--- src/rtl/abrg_pkg.sv ---
`timescale 1ns / 1ps
// ----------------------------------------------------------------------------
// abrg_pkg: shared types and constants of the bearing unit
// Fixed widths, polynomial constants, compass codes and the octant side band
// that travels with each transaction through the divider.
// ----------------------------------------------------------------------------
package abrg_pkg;

  // Working delta width after normalization or truncation.
  localparam int D16_W = 16;
  // Magnitude width of a working delta after saturation.
  localparam int MAG_W = 15;
  // Normalized magnitudes are kept below 2^NORM_W.
  localparam int NORM_W = 14;
  // Ratio is Q14 and never above 1.0, so it needs 15 bits.
  localparam int RATIO_FRAC = 14;
  localparam int QUOT_W = 15;
  localparam int REM_W = 16;
  localparam int DIV_STEPS = 3;

  localparam int GAIN_W = 12;
  localparam int ANG_W = 14;

  localparam logic [QUOT_W-1:0] POLY_KNEE = 15'h1333;
  localparam logic [GAIN_W-1:0] POLY_GAIN = 12'hB00;
  localparam logic [ANG_W-1:0] POLY_BASE = 14'h2800;
  localparam logic [QUOT_W-1:0] RATIO_ONE = 15'h4000;

  localparam logic [15:0] BRG_NORTH = 16'h0000;
  localparam logic [15:0] BRG_EAST = 16'h4000;
  localparam logic [15:0] BRG_SOUTH = 16'h8000;
  localparam logic [15:0] BRG_WEST = 16'hC000;

  typedef struct packed {
    logic x_zero;
    logic y_zero;
    logic x_pos;
    logic y_pos;
    logic swapped;
  } abrg_side_t;

endpackage

--- src/rtl/approx_bearing_atan2_unit.sv ---
`timescale 1ns / 1ps
// ----------------------------------------------------------------------------
// approx_bearing_atan2_unit: 16-bit bearing of a signed delta pair
// Throughput: one transaction per cycle while the output does not stall;
// the five-stage divider and the two registered multiplies of the
// arctangent polynomial are fully pipelined. A stall on the output
// freezes every stage at once; nothing is dropped. Synchronous active-low
// reset clears the valid bits only.
// ----------------------------------------------------------------------------
module approx_bearing_atan2_unit
  import abrg_pkg::*;
#(
  parameter int DELTA_WIDTH = 32
) (
  input  logic                          clk,
  input  logic                          rst_n,
  input  logic                          in_valid,
  output logic                          in_ready,
  input  logic                          in_kind,
  input  logic signed [DELTA_WIDTH-1:0] in_delta_x,
  input  logic signed [DELTA_WIDTH-1:0] in_delta_y,
  output logic                          out_valid,
  input  logic                          out_ready,
  output logic [15:0]                   out_bearing
);

  localparam int SH_MAX = DELTA_WIDTH - NORM_W - 1;
  localparam int SH_W = (SH_MAX > 0) ? $clog2(SH_MAX + 1) : 1;

  logic out_valid_r;
  logic en;
  assign en       = !out_valid_r || out_ready;
  assign in_ready = en;

  // ---------------- stage 1: saturated magnitudes and their OR -------------
  logic [DELTA_WIDTH-1:0] ux, uy, mag_x, mag_y;
  logic [DELTA_WIDTH-2:0] sat_x, sat_y;

  assign ux    = in_delta_x;
  assign uy    = in_delta_y;
  assign mag_x = ux[DELTA_WIDTH-1] ? (~ux + 1'b1) : ux;
  assign mag_y = uy[DELTA_WIDTH-1] ? (~uy + 1'b1) : uy;
  assign sat_x = mag_x[DELTA_WIDTH-1] ? '1 : mag_x[DELTA_WIDTH-2:0];
  assign sat_y = mag_y[DELTA_WIDTH-1] ? '1 : mag_y[DELTA_WIDTH-2:0];

  logic                          s1_v_r;
  logic                          s1_kind_r;
  logic [DELTA_WIDTH-2:0]        s1_m_r;
  logic signed [DELTA_WIDTH-1:0] s1_x_r, s1_y_r;

  always_ff @(posedge clk) begin
    if (!rst_n) begin
      s1_v_r <= 1'b0;
    end else if (en) begin
      s1_v_r <= in_valid;
    end
  end

  always_ff @(posedge clk) begin
    if (en) begin
      s1_kind_r <= in_kind;
      s1_m_r    <= sat_x | sat_y;
      s1_x_r    <= in_delta_x;
      s1_y_r    <= in_delta_y;
    end
  end

  // ---------------- stage 2: normalizing shift amount ----------------------
  // Smallest shift that leaves the OR of magnitudes within NORM_W bits.
  logic [SH_W-1:0] sh_nxt;

  always_comb begin
    sh_nxt = '0;
    for (int s = SH_MAX; s >= 0; s--) begin
      if ((s1_m_r >> (s + NORM_W)) == '0) begin
        sh_nxt = SH_W'(s);
      end
    end
  end

  logic                          s2_v_r;
  logic                          s2_kind_r;
  logic [SH_W-1:0]               s2_sh_r;
  logic signed [DELTA_WIDTH-1:0] s2_x_r, s2_y_r;

  always_ff @(posedge clk) begin
    if (!rst_n) begin
      s2_v_r <= 1'b0;
    end else if (en) begin
      s2_v_r <= s1_v_r;
    end
  end

  always_ff @(posedge clk) begin
    if (en) begin
      s2_kind_r <= s1_kind_r;
      s2_sh_r   <= sh_nxt;
      s2_x_r    <= s1_x_r;
      s2_y_r    <= s1_y_r;
    end
  end

  // ---------------- stage 3: arithmetic shift or plain truncation ----------
  logic signed [DELTA_WIDTH-1:0] shx, shy;
  logic signed [D16_W-1:0]       dx_nxt, dy_nxt;

  assign shx    = s2_x_r >>> s2_sh_r;
  assign shy    = s2_y_r >>> s2_sh_r;
  assign dx_nxt = s2_kind_r ? shx[D16_W-1:0] : s2_x_r[D16_W-1:0];
  assign dy_nxt = s2_kind_r ? shy[D16_W-1:0] : s2_y_r[D16_W-1:0];

  logic                    s3_v_r;
  logic                    s3_kind_r;
  logic signed [D16_W-1:0] s3_dx_r, s3_dy_r;

  always_ff @(posedge clk) begin
    if (!rst_n) begin
      s3_v_r <= 1'b0;
    end else if (en) begin
      s3_v_r <= s2_v_r;
    end
  end

  always_ff @(posedge clk) begin
    if (en) begin
      s3_kind_r <= s2_kind_r;
      s3_dx_r   <= dx_nxt;
      s3_dy_r   <= dy_nxt;
    end
  end

  // ---------------- stage 4: octant flags and divider operands -------------
  logic [D16_W-1:0] neg_x, neg_y;
  logic [MAG_W-1:0] ax, ay;
  abrg_side_t       side_nxt;

  assign neg_x = ~s3_dx_r + 1'b1;
  assign neg_y = ~s3_dy_r + 1'b1;
  // The most negative 16-bit value saturates to the largest positive one.
  assign ax = s3_dx_r[D16_W-1] ? (neg_x[D16_W-1] ? '1 : neg_x[MAG_W-1:0])
                               : s3_dx_r[MAG_W-1:0];
  assign ay = s3_dy_r[D16_W-1] ? (neg_y[D16_W-1] ? '1 : neg_y[MAG_W-1:0])
                               : s3_dy_r[MAG_W-1:0];

  always_comb begin
    side_nxt.x_zero  = (s3_dx_r == '0);
    side_nxt.y_zero  = (s3_dy_r == '0);
    side_nxt.x_pos   = !s3_dx_r[D16_W-1] && (s3_dx_r != '0);
    side_nxt.y_pos   = !s3_dy_r[D16_W-1] && (s3_dy_r != '0);
    side_nxt.swapped = (ax > ay);
  end

  logic             s4_v_r;
  logic [MAG_W-1:0] s4_num_r, s4_den_r;
  abrg_side_t       s4_side_r;

  always_ff @(posedge clk) begin
    if (!rst_n) begin
      s4_v_r <= 1'b0;
    end else if (en) begin
      s4_v_r <= s3_v_r;
    end
  end

  always_ff @(posedge clk) begin
    if (en) begin
      s4_num_r  <= side_nxt.swapped ? ay : ax;
      s4_den_r  <= side_nxt.swapped ? ax : ay;
      s4_side_r <= side_nxt;
    end
  end

  // ---------------- divider: five stages ----------------------------------
  logic              div_valid;
  logic [QUOT_W-1:0] div_quot;
  abrg_side_t        div_side;

  abrg_div u_div (
    .clk       (clk),
    .rst_n     (rst_n),
    .en        (en),
    .in_valid  (s4_v_r),
    .in_num    (s4_num_r),
    .in_den    (s4_den_r),
    .in_side   (s4_side_r),
    .out_valid (div_valid),
    .out_quot  (div_quot),
    .out_side  (div_side)
  );

  // ---------------- polynomial stage 1: distance from the knee ------------
  logic              p1_v_r;
  logic [QUOT_W-1:0] p1_diff_r, p1_ratio_r;
  abrg_side_t        p1_side_r;

  always_ff @(posedge clk) begin
    if (!rst_n) begin
      p1_v_r <= 1'b0;
    end else if (en) begin
      p1_v_r <= div_valid;
    end
  end

  always_ff @(posedge clk) begin
    if (en) begin
      p1_diff_r  <= (div_quot > POLY_KNEE) ? (div_quot - POLY_KNEE)
                                           : (POLY_KNEE - div_quot);
      p1_ratio_r <= div_quot;
      p1_side_r  <= div_side;
    end
  end

  // ---------------- polynomial stage 2: quadratic correction --------------
  logic [QUOT_W+GAIN_W-1:0] corr_prod;
  logic [ANG_W-1:0]         corr_nxt;

  assign corr_prod = (QUOT_W+GAIN_W)'(p1_diff_r) * (QUOT_W+GAIN_W)'(POLY_GAIN);
  assign corr_nxt  = POLY_BASE - ANG_W'(corr_prod >> RATIO_FRAC);

  logic              p2_v_r;
  logic [ANG_W-1:0]  p2_corr_r;
  logic [QUOT_W-1:0] p2_ratio_r;
  abrg_side_t        p2_side_r;

  always_ff @(posedge clk) begin
    if (!rst_n) begin
      p2_v_r <= 1'b0;
    end else if (en) begin
      p2_v_r <= p1_v_r;
    end
  end

  always_ff @(posedge clk) begin
    if (en) begin
      p2_corr_r  <= corr_nxt;
      p2_ratio_r <= p1_ratio_r;
      p2_side_r  <= p1_side_r;
    end
  end

  // ---------------- polynomial stage 3: scale by the ratio ----------------
  logic [ANG_W+QUOT_W-1:0] ang_prod;

  assign ang_prod = (ANG_W+QUOT_W)'(p2_corr_r) * (ANG_W+QUOT_W)'(p2_ratio_r);

  logic             p3_v_r;
  logic [ANG_W-1:0] p3_angle_r;
  abrg_side_t       p3_side_r;

  always_ff @(posedge clk) begin
    if (!rst_n) begin
      p3_v_r <= 1'b0;
    end else if (en) begin
      p3_v_r <= p2_v_r;
    end
  end

  always_ff @(posedge clk) begin
    if (en) begin
      p3_angle_r <= ANG_W'(ang_prod >> RATIO_FRAC);
      p3_side_r  <= p2_side_r;
    end
  end

  // ---------------- output stage: octant resolution -----------------------
  logic [15:0] a16;
  logic [15:0] bearing_nxt;

  assign a16 = {{(16 - ANG_W){1'b0}}, p3_angle_r};

  always_comb begin
    if (p3_side_r.x_zero) begin
      bearing_nxt = p3_side_r.y_pos ? BRG_NORTH : BRG_SOUTH;
    end else if (p3_side_r.y_zero) begin
      bearing_nxt = p3_side_r.x_pos ? BRG_EAST : BRG_WEST;
    end else if (p3_side_r.x_pos) begin
      if (p3_side_r.y_pos) begin
        bearing_nxt = p3_side_r.swapped ? (BRG_EAST - a16) : a16;
      end else begin
        bearing_nxt = p3_side_r.swapped ? (a16 + BRG_EAST) : (BRG_SOUTH - a16);
      end
    end else begin
      if (p3_side_r.y_pos) begin
        bearing_nxt = p3_side_r.swapped ? (a16 + BRG_WEST) : (16'd0 - a16);
      end else begin
        bearing_nxt = p3_side_r.swapped ? (BRG_WEST - a16) : (a16 + BRG_SOUTH);
      end
    end
  end

  logic [15:0] out_bearing_r;

  always_ff @(posedge clk) begin
    if (!rst_n) begin
      out_valid_r <= 1'b0;
    end else if (en) begin
      out_valid_r <= p3_v_r;
    end
  end

  always_ff @(posedge clk) begin
    if (en) begin
      out_bearing_r <= bearing_nxt;
    end
  end

  assign out_valid   = out_valid_r;
  assign out_bearing = out_bearing_r;

  // ---------------- assertions ---------------------------------------------
  a_enter : assert property (@(posedge clk) disable iff (!rst_n)
    in_valid && in_ready |=> s1_v_r)
    else $error("accepted transaction did not enter stage 1");

  a_norm_range : assert property (@(posedge clk) disable iff (!rst_n)
    s3_v_r && s3_kind_r |->
      ($signed(s3_dx_r) >= -16'sd16384) && ($signed(s3_dx_r) <= 16'sd16383) &&
      ($signed(s3_dy_r) >= -16'sd16384) && ($signed(s3_dy_r) <= 16'sd16383))
    else $error("normalized delta out of range");

  a_ratio : assert property (@(posedge clk) disable iff (!rst_n)
    div_valid && !div_side.x_zero && !div_side.y_zero |-> div_quot <= RATIO_ONE)
    else $error("ratio above one");

  // With both components zero the divider sees a zero divisor, and the
  // angle is not used by the axis rule.
  a_angle : assert property (@(posedge clk) disable iff (!rst_n)
    p3_v_r && !p3_side_r.x_zero && !p3_side_r.y_zero |-> p3_angle_r <= POLY_BASE)
    else $error("octant angle above its limit");

  a_freeze : assert property (@(posedge clk) disable iff (!rst_n)
    !in_ready |=> $stable(p3_v_r) && $stable(p3_angle_r) && $stable(s4_v_r))
    else $error("pipeline moved during a stall");

endmodule

--- src/rtl/abrg_div.sv ---
`timescale 1ns / 1ps
// ----------------------------------------------------------------------------
// abrg_div: pipelined restoring divider for the Q14 ratio
// Computes (num << 14) / den for num <= den, three quotient bits per stage,
// with the octant side band and a valid bit carried alongside.
// ----------------------------------------------------------------------------
module abrg_div
  import abrg_pkg::*;
(
  input  logic              clk,
  input  logic              rst_n,
  input  logic              en,
  input  logic              in_valid,
  input  logic [MAG_W-1:0]  in_num,
  input  logic [MAG_W-1:0]  in_den,
  input  abrg_side_t        in_side,
  output logic              out_valid,
  output logic [QUOT_W-1:0] out_quot,
  output abrg_side_t        out_side
);

  localparam int NSTG = QUOT_W / DIV_STEPS;

  logic              v_r    [NSTG];
  logic [REM_W-1:0]  rem_r  [NSTG-1];
  logic [MAG_W-1:0]  den_r  [NSTG-1];
  logic [QUOT_W-1:0] quot_r [NSTG];
  abrg_side_t        side_r [NSTG];

  genvar g;
  for (g = 0; g < NSTG; g++) begin : g_stage
    logic              v_src;
    logic [REM_W-1:0]  rem_src;
    logic [MAG_W-1:0]  den_src;
    logic [QUOT_W-1:0] quot_src;
    abrg_side_t        side_src;
    logic [REM_W-1:0]  rem_nxt;
    logic [QUOT_W-1:0] quot_nxt;

    if (g == 0) begin : g_first
      assign v_src    = in_valid;
      assign rem_src  = {1'b0, in_num};
      assign den_src  = in_den;
      assign quot_src = '0;
      assign side_src = in_side;
    end else begin : g_next
      assign v_src    = v_r[g-1];
      assign rem_src  = rem_r[g-1];
      assign den_src  = den_r[g-1];
      assign quot_src = quot_r[g-1];
      assign side_src = side_r[g-1];
    end

    // The partial remainder stays below den after each subtract, so the
    // following left shift never loses a bit.
    always_comb begin : c_steps
      logic [REM_W-1:0]  rem_v;
      logic [QUOT_W-1:0] quot_v;
      logic              ge_v;
      rem_v  = rem_src;
      quot_v = quot_src;
      ge_v   = 1'b0;
      for (int k = 0; k < DIV_STEPS; k++) begin
        ge_v = (rem_v >= {1'b0, den_src});
        if (ge_v) begin
          rem_v = rem_v - {1'b0, den_src};
        end
        quot_v = {quot_v[QUOT_W-2:0], ge_v};
        rem_v  = {rem_v[REM_W-2:0], 1'b0};
      end
      rem_nxt  = rem_v;
      quot_nxt = quot_v;
    end

    always_ff @(posedge clk) begin
      if (!rst_n) begin
        v_r[g] <= 1'b0;
      end else if (en) begin
        v_r[g] <= v_src;
      end
    end

    always_ff @(posedge clk) begin
      if (en) begin
        quot_r[g] <= quot_nxt;
        side_r[g] <= side_src;
      end
    end

    if (g < NSTG - 1) begin : g_carry
      always_ff @(posedge clk) begin
        if (en) begin
          rem_r[g] <= rem_nxt;
          den_r[g] <= den_src;
        end
      end
    end
  end

  assign out_valid = v_r[NSTG-1];
  assign out_quot  = quot_r[NSTG-1];
  assign out_side  = side_r[NSTG-1];

endmodule

--- config.mk ---
export PLATFORM = sky130hd
export DESIGN_NAME = approx_bearing_atan2_unit
export DESIGN_NICKNAME = d
export VERILOG_FILES = /design/src/rtl/abrg_pkg.sv /design/src/rtl/approx_bearing_atan2_unit.sv /design/src/rtl/abrg_div.sv
export SDC_FILE = /design/constraint.sdc
export NUM_CORES = 2
export LEC_CHECK = 0
export BUFFER_PORTS_ARGS = -buffer_cell sky130_fd_sc_hd__buf_2
export CAP_MARGIN = 20
export CORE_ASPECT_RATIO = 0.7
export CORE_MARGIN = 2
export CORE_UTILIZATION = 25
export DETAILED_ROUTE_END_ITERATION = 8
export MAX_ROUTING_LAYER = met4
export RECOVER_POWER = 50
export SYNTH_ARGS = -nofsm -noshare
export SYNTH_HDL_FRONTEND = slang
export SYNTH_SLANG_ARGS = --single-unit
--- constraint.sdc ---
create_clock -name clk -period 33.1 [get_ports clk]
set_clock_uncertainty 0.2 [all_clocks]
set_input_delay 6.62 -clock clk [delete_from_list [all_inputs] [get_ports clk]]
set_output_delay 6.62 -clock clk [all_outputs]
set_load 0.05 [all_outputs]
; ---- Yosys cells after proc, flatten, opt, wreduce, memory -nomap -nowiden
; Memory sizes are Yosys's and may differ from the RTL's. A register that Yosys moved wholly into a read port is not among the register bits.
; Cells that the tools add are included.
; Widths: inputs -> output; s select.
[totals]
reg_bits = 339
mem_bits_rw = 225
wordCells = 204
n_memories = 5
[op_classes]
n_addsub = 28
multipliers = 2
magnitude_cmp = 17
shifts = 2
mux = 64
n_bitwise = 10
n_reduce_logical = 32
[memory_table]
columns = name, depth, word_bits, rd, rd_ports_with_merged_regs, write_ports, line_no
row1 = u_div.quot_r, 5, 15, 5, 0, 5, abrg_div.sv:27  ; logic [QUOT_W-1:0] quot_r [NSTG];
row2 = u_div.den_r, 4, 15, 4, 0, 4, abrg_div.sv:26  ; logic [MAG_W-1:0] den_r [NSTG-1];
row3 = u_div.rem_r, 4, 15, 4, 0, 4, abrg_div.sv:25  ; logic [REM_W-1:0] rem_r [NSTG-1];
row4 = u_div.side_r, 5, 5, 5, 1, 5, abrg_div.sv:28  ; abrg_side_t side_r [NSTG];
row5 = u_div.v_r, 5, 1, 5, 1, 5, abrg_div.sv:24  ; logic v_r [NSTG];
[ops]
columns = cell, n
row1 = $logic_not 31->1, 17
row2 = $mux 15, 21
row3 = $ge 16x15->1, 14
row4 = $sub 15x15->15, 14
row5 = $mux 16, 13
row6 = $add 32x1->32 const B, 2
row7 = $mux 32, 2
row8 = $not 32->32, 2
row9 = $sshr 32x5->16, 2
row10 = $mux 31, 2
row11 = $add 16x1->16 const B, 2
row12 = $logic_not 16->1, 2
row13 = $mux 4, 8
row14 = $not 16->16, 2
row15 = $reduce_bool 16->1, 2
row16 = $or 31x31->31, 1
row17 = $mul 14x15->28, 1
row18 = $mul 15x4->19 const B, 1
row19 = $add 14x15->16 const B, 1
row20 = $add 14x16->16 const B, 1
row21 = $add 15x15->16 const B, 1
row22 = $reduce_or 16->1, 1
row23 = $sub 15x14->16 const A, 1
row24 = $sub 15x15->16 const A, 1
row25 = other kinds (18), 41

; ---- Longest topological paths before layout
[logic_depth]
word_depth = 17
ltp_mapped = 35

; ---- Cells and area by module
; A second synthesis with hierarchy kept.
[hier_totals]
hier_cells = 4205
area_unflattened_um2 = 42504.5
[by_module_without_submodules]
columns = module, n_inst, cells_per_inst, area_per_inst_um2
row1 = approx_bearing_atan2_unit, 1, 2298, 24531.0
row2 = abrg_div, 1, 1907, 17973.5

; ---- Worst setup path before layout
; Ideal clock, no wire load.
[synth_path]
kind = input to output
startpoint = input port out_ready
endpoint = output port in_ready
arrival_time_ns = 21.136
required_ns = 26.280
setup_slack_ns = 5.144
cell_stages = 3
n_path_buf = 1
path_cell_list = nor2b_1 inv_1 clkbuf_1
[synth_via]
elab_chain_len = 1
[synth_lines]
columns = item, line_no
row1 = from (decl), approx_bearing_atan2_unit.sv:23  ; input logic out_ready,
row2 = $logic_or 1x1->1, approx_bearing_atan2_unit.sv:32  ; assign en = !out_valid_r || out_ready;
row3 = to (decl), approx_bearing_atan2_unit.sv:18  ; output logic in_ready,
; No other way between the ends.

; ---- Worst setup path in the final report
; Same ends and word-level chain as after synthesis.

==> flow_metrics.py <==
metrics = {
    "cells_and_area": {
        "num-nets-final": 4829,
        "layout-area-overhead-vs-synth_pct": 10.3,
        "drive_above_1_share": 0.0762,
        "final_core_utilization": 0.278,
        "layout.cells.most_common_list": "edfxtp_1 (517), inv_1 (397), nand2_1 (382)",
        "most_frequent_standard_cell_in_the_layout_excluding_fill_and_tap_cells": "edfxtp_1",
        "num-fill-cells": 17500,
    },
    "drt": {
        "drt_pass1_iterations": 5,
        "ant_nets": 0,
        "detailroute.via_count": 31400,
        "avgViaCountPerCell": 4.81,
        "drc_errors": 0,
        "avgRoutedWirePerCell_um": 16.1,
        "totalWireLength_mm": 105,
        "first_iter_violations": 2734,
    },
    "placement": {
        "place_hpwl_mm": 81.4,
        "place_worst_setup_slack_ns": 17.86,
        "numPortBuffers": 86,
        "final_gp_congestion": 0.884,
    },
    "global_route": {
        "pin_count_of_the_biggest_net_entering_global_routing": 178,
        "grt.total_usage": 0.122,
        "number_of_antenna_violations_at_the_first_check_in_global_routing": 3,
        "globalRouteOverflowTotal": 0,
        "grt_pass1_vias": 29900,
        "grt_first_pass_wirelength_mm": 167,
    },
    "min_path": {
        "min_delay_path_depth": 0,
        "hold_path.class": "flop to flop",
    },
    "logic_synthesis": {
        "post_synth_num_cell_types": 98,
        "synth_async_sr_flop_share": 0,
        "yosysWarningCount": 0,
        "postSynthCellCount": 4225,
        "syn-cell-area_um2": 42600,
        "synth_area_per_cell_um2": 10.1,
        "synth_edf_count": 517,
        "synth.ff_latch_count": 526,
        "postSynth.topFlopCell": "edfxtp_1",
        "synth.yosys.seq_area_share": 0.369,
        "net_count_synth": 4817,
    },
    "setup_path": {
        "critPathLaunch": "out_ready",
        "r2r-end": "u_div.rem_r[0][7]",
        "cp-end-kind": "output port",
        "critical_path_sink": "in_ready",
        "crit_required_ns": 26.28,
        "start_kind": "input pin",
        "reg2reg_slack_ns": 22.83,
        "category_of_the_most_critical_setup_path": "input pin to output port",
        "worstReg2RegStart": "s4_den_r[1]",
        "worstPathMaxFanout": 96,
        "crit_arrival_ns": 12.13,
        "worst_r2r_path_depth": 30,
    },
    "sta": {
        "final_min_period_ns": 18.95,
        "min_period_over_period": 0.572,
        "tightestPinTransition_ns": 4.44,
        "setup_ws_ns": 14.15,
        "timing.final.hold_violations": 0,
        "max_clock_freq_mhz": 52.8,
        "report.final.setup_viol": 0,
        "grt_setup_unrepaired": "false",
        "timing.max_slew.rel_slack": -1.99,
        "number_of_max_slew_violations_in_the_final_report": 234,
        "setup_tns_ns": 0,
    },
    "clocking": {
        "clk_transition_reported_paths_ns": 0.06,
        "cts_tree": "done",
        "post_cts_buffers": 0,
        "ctsRootBufferMaster": "clkbuf_16",
        "cts_resized": 0,
        "cts-root-to-sink-buffers": 3,
        "post_cts_hold_fix_bufs": 0,
        "insertion_delay_ns": 0.65,
        "clock_sinks": 526,
        "cts.htree.levels": 2,
        "cts_inserted_buffers": 50,
    },
    "floorplan": {
        "placeableCoreArea_um2": 169000,
        "die_w_um": 497,
        "design.portCount": 87,
        "y_dimension_of_the_die_um": 349,
        "std_cell_rows": 126,
        "initial_core_util": 0.252,
        "die_area_um2": 174000,
    },
    "run_status": {
        "outcome": "complete, but fails checks",
        "violations": "capacitance limit, slew limit",
    },
    "run": {
        "max_cap_viol_count": 4,
    },
}
-- critical path, cell delays in order --
cell and delay, ns:
buf_2 0.10, nor2b_1 0.55, clkinvlp_2 3.41, buf_2 1.34
-- area by class of cell --
| type | count | area, um^2 | area share |
|---|---|---|---|
| diodes | 2 | 5.00 | 0.000107 |
| clock buffers | 52 | 1260 | 0.0268 |
| clock inverters | 39 | 398 | 0.00848 |
| inverters | 401 | 1510 | 0.0321 |
| multi-input cells | 3155 | 24800 | 0.528 |
| flip-flops and latches | 526 | 15700 | 0.335 |
| well taps | 2240 | 2800 | 0.0597 |
| repair buffers | 103 | 494 | 0.0105 |
-- cell usage after synthesis (all sizes together) (65+ instances only) --
master  number  area, um^2
a21o        66         495
a21oi      269        1350
and2       102         638
clkbuf     111         417
edfxtp     517       15500
fa         168        3360
ha         355        4440
inv        399        1500
mux2       135        1550
mux2i       85         867
nand2      382        1430
nand3       67         335
nor2       307        1150
nor3        65         337
o21ai      209        1050
xnor2      131        1150
xor2       113         990
-- worst min-delay path by stage --
stage                                   from                  to  slack [ns]
after floorplan           u_div.side_r[4][0]        p1_side_r[0]        0.20
after global placement          s4_side_r[1]  u_div.side_r[0][1]        0.20
after detailed placement  u_div.side_r[4][0]        p1_side_r[0]        0.20
after CTS                         s1_y_r[18]          s2_y_r[18]        0.22
after global routing      u_div.side_r[1][0]  u_div.side_r[2][0]        0.22
final                     u_div.quot_r[3][2]  u_div.quot_r[4][5]        0.22
-- logic make-up (layout without fill, tap and decap cells) --
group                      count (synthesis)  in the layout  share of synthesized area
muxes                                    244            244                     0.0695
DFF                                      526            526                      0.369
buffers and inverters                    544            595                     0.0490
other                                      0              2                          0
and+or+nand+nor                         1205           1205                      0.136
AOI/OAI and AO/OA                        938            938                      0.143
adders and majority gates                524            524                      0.184
xor gates and xnor gates                 244            244                     0.0502
-- metal layers --
metal / GRT usage / share of wire / vias up
li1: - / - / 15200
met1: 0.183 / 0.51 / 15200
met2: 0.167 / 0.40 / 881
met3: 0.0257 / 0.074 / 109
met4: 0.0240 / 0.014 / 0
met5: - / 0 / -
-- metrics by stage --
stage                     cell area (um^2)  hold WS (ns)  instances
after floorplan                      42600         0.200       4225
after global placement               45400         0.200       6424
after detailed placement             45400         0.205       6424
after CTS                            47000         0.219       6515
after global routing                 46900         0.223       6517
final                                46900         0.218       6518
-- state kept, by name, summed over array words and instances, names as in the netlist, 16 cells and up --
name          cells
u_div.den_r      60
u_div.rem_r      60
u_div.quot_r     45
s1_x_r           32
s1_y_r           32
s2_x_r           32
s2_y_r           32
u_div.side_r     25
s1_m_r           17
out_bearing      16
s3_dx_r          16
s3_dy_r          16
Power is left out: the tool's default activity adds up to more than one toggle a clock period on the data nets, which glitch-free logic cannot reach.
